$ cat src/ukvt_pkg.sv
`timescale 1ns / 1ps
`default_nettype none
// ----------------------------------------------------------------------------
// ukvt_pkg
// types, command and status codes shared by the key/value table
// ----------------------------------------------------------------------------
package ukvt_pkg;

  localparam int KEY_BITS   = 32;
  localparam int INFO_BITS  = 32;
  localparam int FUNC_W     = 3;
  localparam int STATUS_W   = 3;
  localparam int COUNT_W    = 5;
  localparam int CAP_W      = 5;

  localparam logic [CAP_W-1:0] CAP_RESET = 5'd16;

  // command codes
  localparam logic [FUNC_W-1:0] FUNC_INSERT = 3'd0;
  localparam logic [FUNC_W-1:0] FUNC_REMOVE = 3'd1;
  localparam logic [FUNC_W-1:0] FUNC_LOOKUP = 3'd2;
  localparam logic [FUNC_W-1:0] FUNC_MIN    = 3'd3;
  localparam logic [FUNC_W-1:0] FUNC_MAX    = 3'd4;

  // status codes
  localparam logic [STATUS_W-1:0] ST_OK        = 3'd0;
  localparam logic [STATUS_W-1:0] ST_EMPTY     = 3'd1;
  localparam logic [STATUS_W-1:0] ST_NOT_FOUND = 3'd2;
  localparam logic [STATUS_W-1:0] ST_FULL      = 3'd3;
  localparam logic [STATUS_W-1:0] ST_DUPLICATE = 3'd4;

  typedef struct packed {
    logic [FUNC_W-1:0]    func;
    logic [KEY_BITS-1:0]  key;
    logic [INFO_BITS-1:0] info;
  } in_t;

  typedef struct packed {
    logic [STATUS_W-1:0]  status;
    logic [KEY_BITS-1:0]  result_key;
    logic [INFO_BITS-1:0] result_info;
    logic [COUNT_W-1:0]   entry_count;
  } out_t;

  // one stored table entry
  typedef struct packed {
    logic [KEY_BITS-1:0]  key;
    logic [INFO_BITS-1:0] info;
  } entry_t;

endpackage
`default_nettype wire

$ cat src/ukvt_ram.sv
`timescale 1ns / 1ps
`default_nettype none
// ----------------------------------------------------------------------------
// ukvt_ram
// simple dual port ram, one write and one registered read port
// ----------------------------------------------------------------------------
module ukvt_ram #(
  parameter int WIDTH = 64,
  parameter int DEPTH = 16
) (
  input  wire logic                     clk,
  input  wire logic                     wr_en,
  input  wire logic [$clog2(DEPTH)-1:0] wr_addr,
  input  wire logic [WIDTH-1:0]         wr_data,
  input  wire logic [$clog2(DEPTH)-1:0] rd_addr,
  output logic      [WIDTH-1:0]         rd_data
);

  logic [WIDTH-1:0] mem [DEPTH];

  always_ff @(posedge clk) begin
    if (wr_en) begin
      mem[wr_addr] <= wr_data;
    end
    rd_data <= mem[rd_addr];
  end

endmodule
`default_nettype wire

$ cat src/unsorted_key_value_table.sv
`timescale 1ns / 1ps
`default_nettype none
// sequencing: a command that needs no scan (full, empty, bad code, insert into an empty
//   table) goes straight to the response; insert, lookup, min and max scan the stored
//   entries (insert and lookup stop early on a hit); remove scans, reads the last entry
//   and writes it into the hole
// throughput: one transaction at a time, set by the single read port walking the table
// reset: synchronous active-low, clears the entry count and restores capacity to 16
// ----------------------------------------------------------------------------
// unsorted_key_value_table
// key/data dictionary kept as a packed unsorted array in one ram
// ----------------------------------------------------------------------------
module unsorted_key_value_table
  import ukvt_pkg::*;
#(
  parameter int DEPTH = 16
) (
  input  wire logic             clk,
  input  wire logic             rst_n,
  // input channel
  input  wire logic             in_valid,
  output logic                  in_stall,
  input  wire in_t              in_data,
  // result channel
  output logic                  out_valid,
  input  wire logic             out_stall,
  output out_t                  out_data,
  // configuration
  input  wire logic             cfg_wr_en,
  input  wire logic [CAP_W-1:0] cfg_wr_data
);

  localparam int AW     = $clog2(DEPTH);
  localparam int CW     = $clog2(DEPTH + 1);
  localparam int CMPW   = (CW > CAP_W) ? CW : CAP_W;
  localparam int WORD_W = $bits(entry_t);

  // sequencer states
  typedef enum logic [4:0] {
    S_IDLE    = 5'b00001,
    S_SCAN    = 5'b00010,
    S_MOVE_RD = 5'b00100,
    S_MOVE_WR = 5'b01000,
    S_RESP    = 5'b10000
  } state_t;

  // control registers
  state_t                state_r, state_nxt;
  logic [CW-1:0]         count_r, count_nxt;
  logic [CAP_W-1:0]      cap_r;
  logic                  out_valid_r, out_valid_nxt;
  logic                  rdv_r, rdv_nxt;

  // command and working registers
  logic [FUNC_W-1:0]     func_r, func_nxt;
  logic [KEY_BITS-1:0]   key_r, key_nxt;
  logic [INFO_BITS-1:0]  info_r, info_nxt;
  logic [STATUS_W-1:0]   status_r, status_nxt;
  logic [KEY_BITS-1:0]   rkey_r, rkey_nxt;
  logic [INFO_BITS-1:0]  rinfo_r, rinfo_nxt;
  logic                  ins_r, ins_nxt;
  logic [CW-1:0]         issue_r, issue_nxt;
  logic [AW-1:0]         rd_idx_r, rd_idx_nxt;
  logic [AW-1:0]         hit_r, hit_nxt;
  out_t                  out_data_r, out_data_nxt;

  // ram port signals
  logic                  ram_we;
  logic [AW-1:0]         ram_waddr;
  entry_t                ram_wdata;
  logic [AW-1:0]         ram_raddr;
  logic [WORD_W-1:0]     ram_rdata;
  entry_t                rd_entry;

  logic                  accept;
  logic                  fire;
  logic                  full;
  logic                  rd_issue;
  logic                  rd_last;
  logic                  key_hit;
  logic                  better;
  logic [CW-1:0]         last_idx;

  assign in_stall  = (state_r != S_IDLE);
  assign accept    = in_valid && !in_stall;
  assign out_valid = out_valid_r;
  assign out_data  = out_data_r;

  // result leaves the sequencer once the output register is free or being drained
  assign fire = (state_r == S_RESP) && (!out_valid_r || !out_stall);

  // capacity is the written limit saturated to the table depth
  assign full = (count_r == CW'(DEPTH)) || (CMPW'(count_r) >= CMPW'(cap_r));

  assign rd_entry = entry_t'(ram_rdata);
  assign key_hit  = (rd_entry.key == key_r);
  assign rd_last  = ((CW'(rd_idx_r) + CW'(1)) == count_r);
  assign rd_issue = (issue_r < count_r);
  assign last_idx = count_r - CW'(1);

  // first entry seeds the running extreme
  assign better = (rd_idx_r == '0) ||
                  ((func_r == FUNC_MIN) ? (rd_entry.key < rkey_r) : (rd_entry.key > rkey_r));

  // read address: walk the table while scanning, fetch the last entry for a remove
  always_comb begin
    ram_raddr = issue_r[AW-1:0];
    if (state_r == S_MOVE_RD) begin
      ram_raddr = last_idx[AW-1:0];
    end
  end

  // writes: last entry into the hole on remove, append on insert
  always_comb begin
    ram_we    = 1'b0;
    ram_waddr = hit_r;
    ram_wdata = rd_entry;
    if (state_r == S_MOVE_WR) begin
      ram_we = 1'b1;
    end else if (fire && ins_r) begin
      ram_we    = 1'b1;
      ram_waddr = count_r[AW-1:0];
      ram_wdata = '{key: key_r, info: info_r};
    end
  end

  ukvt_ram #(
    .WIDTH (WORD_W),
    .DEPTH (DEPTH)
  ) u_store (
    .clk     (clk),
    .wr_en   (ram_we),
    .wr_addr (ram_waddr),
    .wr_data (ram_wdata),
    .rd_addr (ram_raddr),
    .rd_data (ram_rdata)
  );

  // sequencer
  always_comb begin
    state_nxt     = state_r;
    count_nxt     = count_r;
    out_valid_nxt = out_valid_r;
    rdv_nxt       = 1'b0;
    func_nxt      = func_r;
    key_nxt       = key_r;
    info_nxt      = info_r;
    status_nxt    = status_r;
    rkey_nxt      = rkey_r;
    rinfo_nxt     = rinfo_r;
    ins_nxt       = ins_r;
    issue_nxt     = issue_r;
    rd_idx_nxt    = rd_idx_r;
    hit_nxt       = hit_r;
    out_data_nxt  = out_data_r;

    // output register drains independently of the sequencer
    if (out_valid_r && !out_stall) begin
      out_valid_nxt = 1'b0;
    end

    case (state_r)
      S_IDLE: begin
        if (accept) begin
          func_nxt   = in_data.func;
          key_nxt    = in_data.key;
          info_nxt   = in_data.info;
          status_nxt = ST_OK;
          rkey_nxt   = '0;
          rinfo_nxt  = '0;
          ins_nxt    = 1'b0;
          issue_nxt  = '0;
          state_nxt  = S_SCAN;
          case (in_data.func)
            FUNC_INSERT: begin
              if (full) begin
                status_nxt = ST_FULL;
                state_nxt  = S_RESP;
              end else if (count_r == '0) begin
                ins_nxt   = 1'b1;
                state_nxt = S_RESP;
              end
            end
            FUNC_REMOVE, FUNC_MIN, FUNC_MAX: begin
              if (count_r == '0) begin
                status_nxt = ST_EMPTY;
                state_nxt  = S_RESP;
              end
            end
            FUNC_LOOKUP: begin
              if (count_r == '0) begin
                status_nxt = ST_NOT_FOUND;
                state_nxt  = S_RESP;
              end
            end
            default: begin
              // unused code: no change, status ok
              state_nxt = S_RESP;
            end
          endcase
        end
      end

      S_SCAN: begin
        // keep one read in flight ahead of the compare
        if (rd_issue) begin
          issue_nxt  = issue_r + CW'(1);
          rdv_nxt    = 1'b1;
          rd_idx_nxt = issue_r[AW-1:0];
        end
        if (rdv_r) begin
          case (func_r)
            FUNC_INSERT: begin
              if (key_hit) begin
                status_nxt = ST_DUPLICATE;
                state_nxt  = S_RESP;
              end else if (rd_last) begin
                ins_nxt   = 1'b1;
                state_nxt = S_RESP;
              end
            end
            FUNC_REMOVE: begin
              if (key_hit) begin
                hit_nxt   = rd_idx_r;
                state_nxt = S_MOVE_RD;
              end else if (rd_last) begin
                status_nxt = ST_NOT_FOUND;
                state_nxt  = S_RESP;
              end
            end
            FUNC_LOOKUP: begin
              if (key_hit) begin
                rinfo_nxt = rd_entry.info;
                state_nxt = S_RESP;
              end else if (rd_last) begin
                status_nxt = ST_NOT_FOUND;
                state_nxt  = S_RESP;
              end
            end
            FUNC_MIN, FUNC_MAX: begin
              if (better) begin
                rkey_nxt = rd_entry.key;
              end
              if (rd_last) begin
                state_nxt = S_RESP;
              end
            end
            default: begin
              state_nxt = S_RESP;
            end
          endcase
          // drop the read pipeline when the scan ends
          if (state_nxt != S_SCAN) begin
            rdv_nxt = 1'b0;
          end
        end
      end

      S_MOVE_RD: begin
        state_nxt = S_MOVE_WR;
      end

      S_MOVE_WR: begin
        count_nxt = count_r - CW'(1);
        state_nxt = S_RESP;
      end

      S_RESP: begin
        if (fire) begin
          if (ins_r) begin
            count_nxt = count_r + CW'(1);
          end
          out_valid_nxt            = 1'b1;
          out_data_nxt.status      = status_r;
          out_data_nxt.result_key  = rkey_r;
          out_data_nxt.result_info = rinfo_r;
          out_data_nxt.entry_count = COUNT_W'(ins_r ? (count_r + CW'(1)) : count_r);
          state_nxt                = S_IDLE;
        end
      end

      default: begin
        state_nxt = S_IDLE;
      end
    endcase
  end

  // control state
  always_ff @(posedge clk) begin
    if (!rst_n) begin
      state_r     <= S_IDLE;
      count_r     <= '0;
      cap_r       <= CAP_RESET;
      out_valid_r <= 1'b0;
      rdv_r       <= 1'b0;
    end else begin
      state_r     <= state_nxt;
      count_r     <= count_nxt;
      out_valid_r <= out_valid_nxt;
      rdv_r       <= rdv_nxt;
      if (cfg_wr_en) begin
        cap_r <= cfg_wr_data;
      end
    end
  end

  // payload and working registers
  always_ff @(posedge clk) begin
    func_r     <= func_nxt;
    key_r      <= key_nxt;
    info_r     <= info_nxt;
    status_r   <= status_nxt;
    rkey_r     <= rkey_nxt;
    rinfo_r    <= rinfo_nxt;
    ins_r      <= ins_nxt;
    issue_r    <= issue_nxt;
    rd_idx_r   <= rd_idx_nxt;
    hit_r      <= hit_nxt;
    out_data_r <= out_data_nxt;
  end

`ifndef SYNTHESIS
  a_count_bound: assert property (@(posedge clk) disable iff (!rst_n)
    count_r <= CW'(DEPTH))
    else $error("entry count above table depth");

  a_accept_leaves_idle: assert property (@(posedge clk) disable iff (!rst_n)
    accept |=> (state_r != S_IDLE))
    else $error("accepted transaction did not start the sequencer");

  a_result_from_resp: assert property (@(posedge clk) disable iff (!rst_n)
    $rose(out_valid_r) |-> $past(state_r == S_RESP))
    else $error("result appeared outside the response step");

  a_write_steps: assert property (@(posedge clk) disable iff (!rst_n)
    ram_we |-> (state_r == S_MOVE_WR) || (state_r == S_RESP))
    else $error("table written outside move or append");

  a_remove_shrinks: assert property (@(posedge clk) disable iff (!rst_n)
    (state_r == S_MOVE_WR) |=> (count_r == $past(count_r) - CW'(1)))
    else $error("remove did not shrink the table by one");
`endif

endmodule
`default_nettype wire

$ cat config.mk
export PLATFORM = sky130hd
export DESIGN_NAME = unsorted_key_value_table
export DESIGN_NICKNAME = d
export VERILOG_FILES = /design/src/ukvt_pkg.sv /design/src/ukvt_ram.sv /design/src/unsorted_key_value_table.sv
export SDC_FILE = /design/constraint.sdc
export NUM_CORES = 2
export LEC_CHECK = 0
export BUFFER_PORTS_ARGS = -buffer_cell sky130_fd_sc_hd__buf_2
export CAP_MARGIN = 15
export CORE_UTILIZATION = 40
export CTS_CLUSTER_DIAMETER = 40
export DETAILED_ROUTE_END_ITERATION = 7
export RECOVER_POWER = 25
export REMOVE_ABC_BUFFERS = 1
export SETUP_SLACK_MARGIN = 0.3
export SLEW_MARGIN = 20
export SYNTH_ARGS = -nofsm -noshare
export SYNTH_HDL_FRONTEND = slang
export SYNTH_HIERARCHICAL = 1
export SYNTH_SLANG_ARGS = --single-unit
$ cat constraint.sdc
create_clock -name clk -period 12.2 [get_ports clk]
set_input_delay 0.61 -clock clk [delete_from_list [all_inputs] [get_ports clk]]
set_output_delay 0.61 -clock clk [all_outputs]
set_load 0.02 [all_outputs]
==> run_results.csv <==
group,metric,value,unit
placed_design,dp.cells,4133,
yosys,gate_count_after_technology_mapping,2418,
pwr,leakage,19.4,nW
yosys,ys_seq_area_share,77.4,%
routing,ant_nets,0,
timing,min_period_over_period,50.2,%
hold_path,hp-class,"in2reg",
timing,timing.final.ws_setup,6.08,ns
critical_path,arrival,6.49,ns
yosys,postSynth.asyncResetShare,0,%
critical_path,reg2reg_from,"state_r[3]",
clocking,numCtsBuffers,166,
final_layout,layout.nets,2846,
yosys,synthSimpleGateAreaFrac,2.88,%
floorplan,fp.dieH,357,um
critical_path,crit_type,"reg2reg",
critical_path,r2r_slack,6.08,ns
yosys,netlist_area_pre_place,50400,um^2
floorplan,chipWidth,357,um
routing,post_drt_wl_per_cell,25.4,um
yosys,yosys_warnings,6,
clocking,path_clk_slew,0.06,ns
timing,clock_skew,0.0287,ns
placed_design,detailedPlace.worstSlack,7.11,ns
clocking,tritoncts_clock_tree,"yes",
floorplan,initial_core_util,40.5,%
clocking,clockBufferDepth,3,
critical_path,critical_path.reg2reg.endpoint,"u_store/mem[11][62]",
timing,hold-worst-slack,0.0618,ns
clocking,clk-insertion-delay-late,0.76,ns
yosys,synth-edff-count,1244,
timing,count_of_final_hold_check_violations,0,
clocking,clock-sinks,1325,
placed_design,gp_routability_congestion,0.804,
routing,wirelength,114,mm
routing,route.vias.total,24500,
global_routing,overflow,0,
critical_path,worstSetupStartpointType,"flop",
outcome,status,"complete, but fails checks",
critical_path,timing.critical_path.to_type,"flop",
timing,report.final.setup_viol,0,
yosys,xor_xnor_share_of_the_synthesized_area,0.835,%
clocking,post_cts_resized,0,
timing,timing.slew.headroom,-151,%
yosys,synth.avg_cell_area,20.8,um^2
global_routing,first_pass_grt_wire_length,169,mm
hold_path,hold_path_startpoint,"in_data[62]",
flow_run,max_cap_viol_count,4,
clocking,ctsRootBufferMaster,"clkbuf_16",
yosys,synth_cell_type_count,60,
pwr,peak_supply_drop,139,uV
final_layout,drive_above_1_share,24.9,%
hold_path,cell_depth_of_the_worst_hold_path,1,
routing,detail_route.first_pass.iterations,5,
timing,max_freq,163,MHz
global_routing,vias_in_the_first_global_route,25700,
yosys,yosysTopAreaCellShare,74.2,%
yosys,synthFlopType,"edfxtp_1",
floorplan,coreArea,124000,um^2
global_routing,grt_max_degree,107,
yosys,synth_fa_ha_area_share,1.14,%
routing,route.detailed.vias_per_inst,5.45,
routing,drc_errors,0,
critical_path,cp_data_required_time,12.57,ns
clocking,ctsHtreeMaxLevel,4,
outcome,violations,"max-capacitance violations, max-slew violations",
timing,final-max-slew-violation-count,164,
critical_path,rr_worst_depth,8,
critical_path,crit_fanout,44,
floorplan,io_pins,151,
placed_design,hpwlAfterDp,62.9,mm
global_routing,global_route.usage.total,18.2,%
routing,dr.first_iter.drc_count,2089,
yosys,ys_seq_elements,1325,
timing,tightest_slew,3.76,ns
hold_path,whs_endpoint,"key_r[30]",
final_layout,stdcell_count,4502,
floorplan,std_cell_rows,129,
yosys,synth-compound-area-share,3.23,%
final_layout,n_fill_cell,10200,
final_layout,synthToLayoutAreaGrowth,17.8,%
yosys,synth_largest_area_cell,"edfxtp_1",
pwr,cellPowerDensity,236,nW/um^2
yosys,muxShareOfSynthArea,13.0,%
placed_design,buffer_ports.inserted,150,
yosys,netlist_top_cells_area,"edfxtp_1, mux4_2, dfxtp_1",
timing,rsz0062_at_grt,"no",
floorplan,floorplan.die_area,127000,um^2
global_routing,grt_antenna_before_repair,3,
timing,min_period,6.12,ns
yosys,synth_top_family_by_area,"multiplexers",
-- worst max path at each step --
stage | to | cells past startpoint | from
final | u_store/mem[11][62] | 8 | state_r[3]
after global routing | u_store/mem[11][41] | 7 | state_r[4]
after detailed placement | u_store/mem[11][40] | 7 | state_r[4]
after floorplan | u_store/rd_data[0] | 6 | state_r[3]
after CTS | u_store/mem[11][41] | 7 | state_r[4]
after global placement | u_store/rd_data[22] | 8 | count_r[0]
-- power by group --
| part | total, W | internal, W | switching [W] |
|---|---|---|---|
| clock | 0.00497 | 0.00304 | 0.00193 |
| combinational | 0.00282 | 0.00106 | 0.00176 |
| sequential | 0.00621 | 0.00593 | 0.000277 |
| total | 0.0140 | 0.0100 | 0.00396 |
-- cells in the final DEF, fill, tap and decap left out, drive strengths merged, types with 37 or more instances in the layout --
master       Yosys  final
nor2            45     45
and2            69     69
a22oi          128    128
clkbuf          51    302
xor2            37     37
mux2            65     65
ha              46     46
buf             62    105
dfxtp           81     81
clkinv           1     41
inv             48     73
dlygate4sd3      0     58
nand2           89     89
edfxtp        1244   1244
mux4           256    256
-- state kept, by name, indices dropped and copies added, names as in the netlist --
signal / cells
state_r: 5
rinfo_r: 32
cap_r: 5
key_r: 32
func_r: 3
issue_r: 5
status_r: 3
out_valid: 1
count_r: 5
hit_r: 4
ins_r: 1
info_r: 32
u_store/mem: 1024
rdv_r: 1
rkey_r: 32
out_data: 72
rd_idx_r: 4
u_store/rd_data: 64
-- worst max-delay path, cell delays in order (launching register included) --
cell	delay, ns
dfxtp_1	0.34
nor2_1	0.23
nand3_1	0.29
a21oi_1	0.34
nand2_1	0.97
o21ai_0	1.29
nand2_1	0.49
nor2_4	0.86
buf_4	0.86
-- cells by family (layout without fill, tap and decap cells) --
family,count (synthesis),in the layout
buffers and inverters,162,608
flip-flops,1325,1325
multiplexers,326,326
AO/OA/AOI/OAI,226,226
AND/OR/NAND/NOR,285,285
adder cells (fa/ha/maj),46,46
other,0,1
XOR/XNOR,48,48
-- synthesized netlist by cell type (18+ instances only) --
cell	instances
inv_1	48
buf_2	24
ha_1	46
and2_1	69
a21o_1	19
buf_1	18
dfxtp_1	81
a22oi_1	128
clkbuf_1	50
mux4_2	256
xor2_1	37
nor2_1	44
a21oi_1	21
o21ai_0	19
nand2_1	89
edfxtp_1	1244
mux2_2	65
-- layout make-up --
class	count	area [um^2]	area share (%)
sequential	1325	39000	65.7
multi-input combinational	931	10800	18.2
clock buffer	215	4590	7.74
tap	1637	2050	3.45
timing repair buffer	250	1590	2.68
clock inverter	94	1160	1.95
inverter	49	184	0.310
antenna	1	2.50	0.00422
-- through the flow --
stage | utilization, % | TNS (ns) | instance area [um^2] | total power [W]
final | 47.7 | 0 | 59300 | 0.0140
after global routing | 47.7 | 0 | 59300 | 0.0146
after detailed placement | 42.7 | 0 | 53100 | 0.00917
after CTS | 47.8 | 0 | 59400 | 0.0142
after floorplan | - | -1689.37 | 49800 | 0.00959
after global placement | 42.7 | 0 | 53100 | 0.00907
-- timing repair --
action,CTS,global route
hold endpoints to repair,58,0
buffers inserted,0,0
hold buffers,58,0
-- layer usage --
metal	vias to the layer above	share of wire (%)	track usage (%)
li1	10600	-	-
met1	13000	44	25.6
met2	815	48	29.2
met3	181	5.9	3.02
met4	0	2.2	5.36
met5	-	0	0
Power figures use the tool's default switching activity.
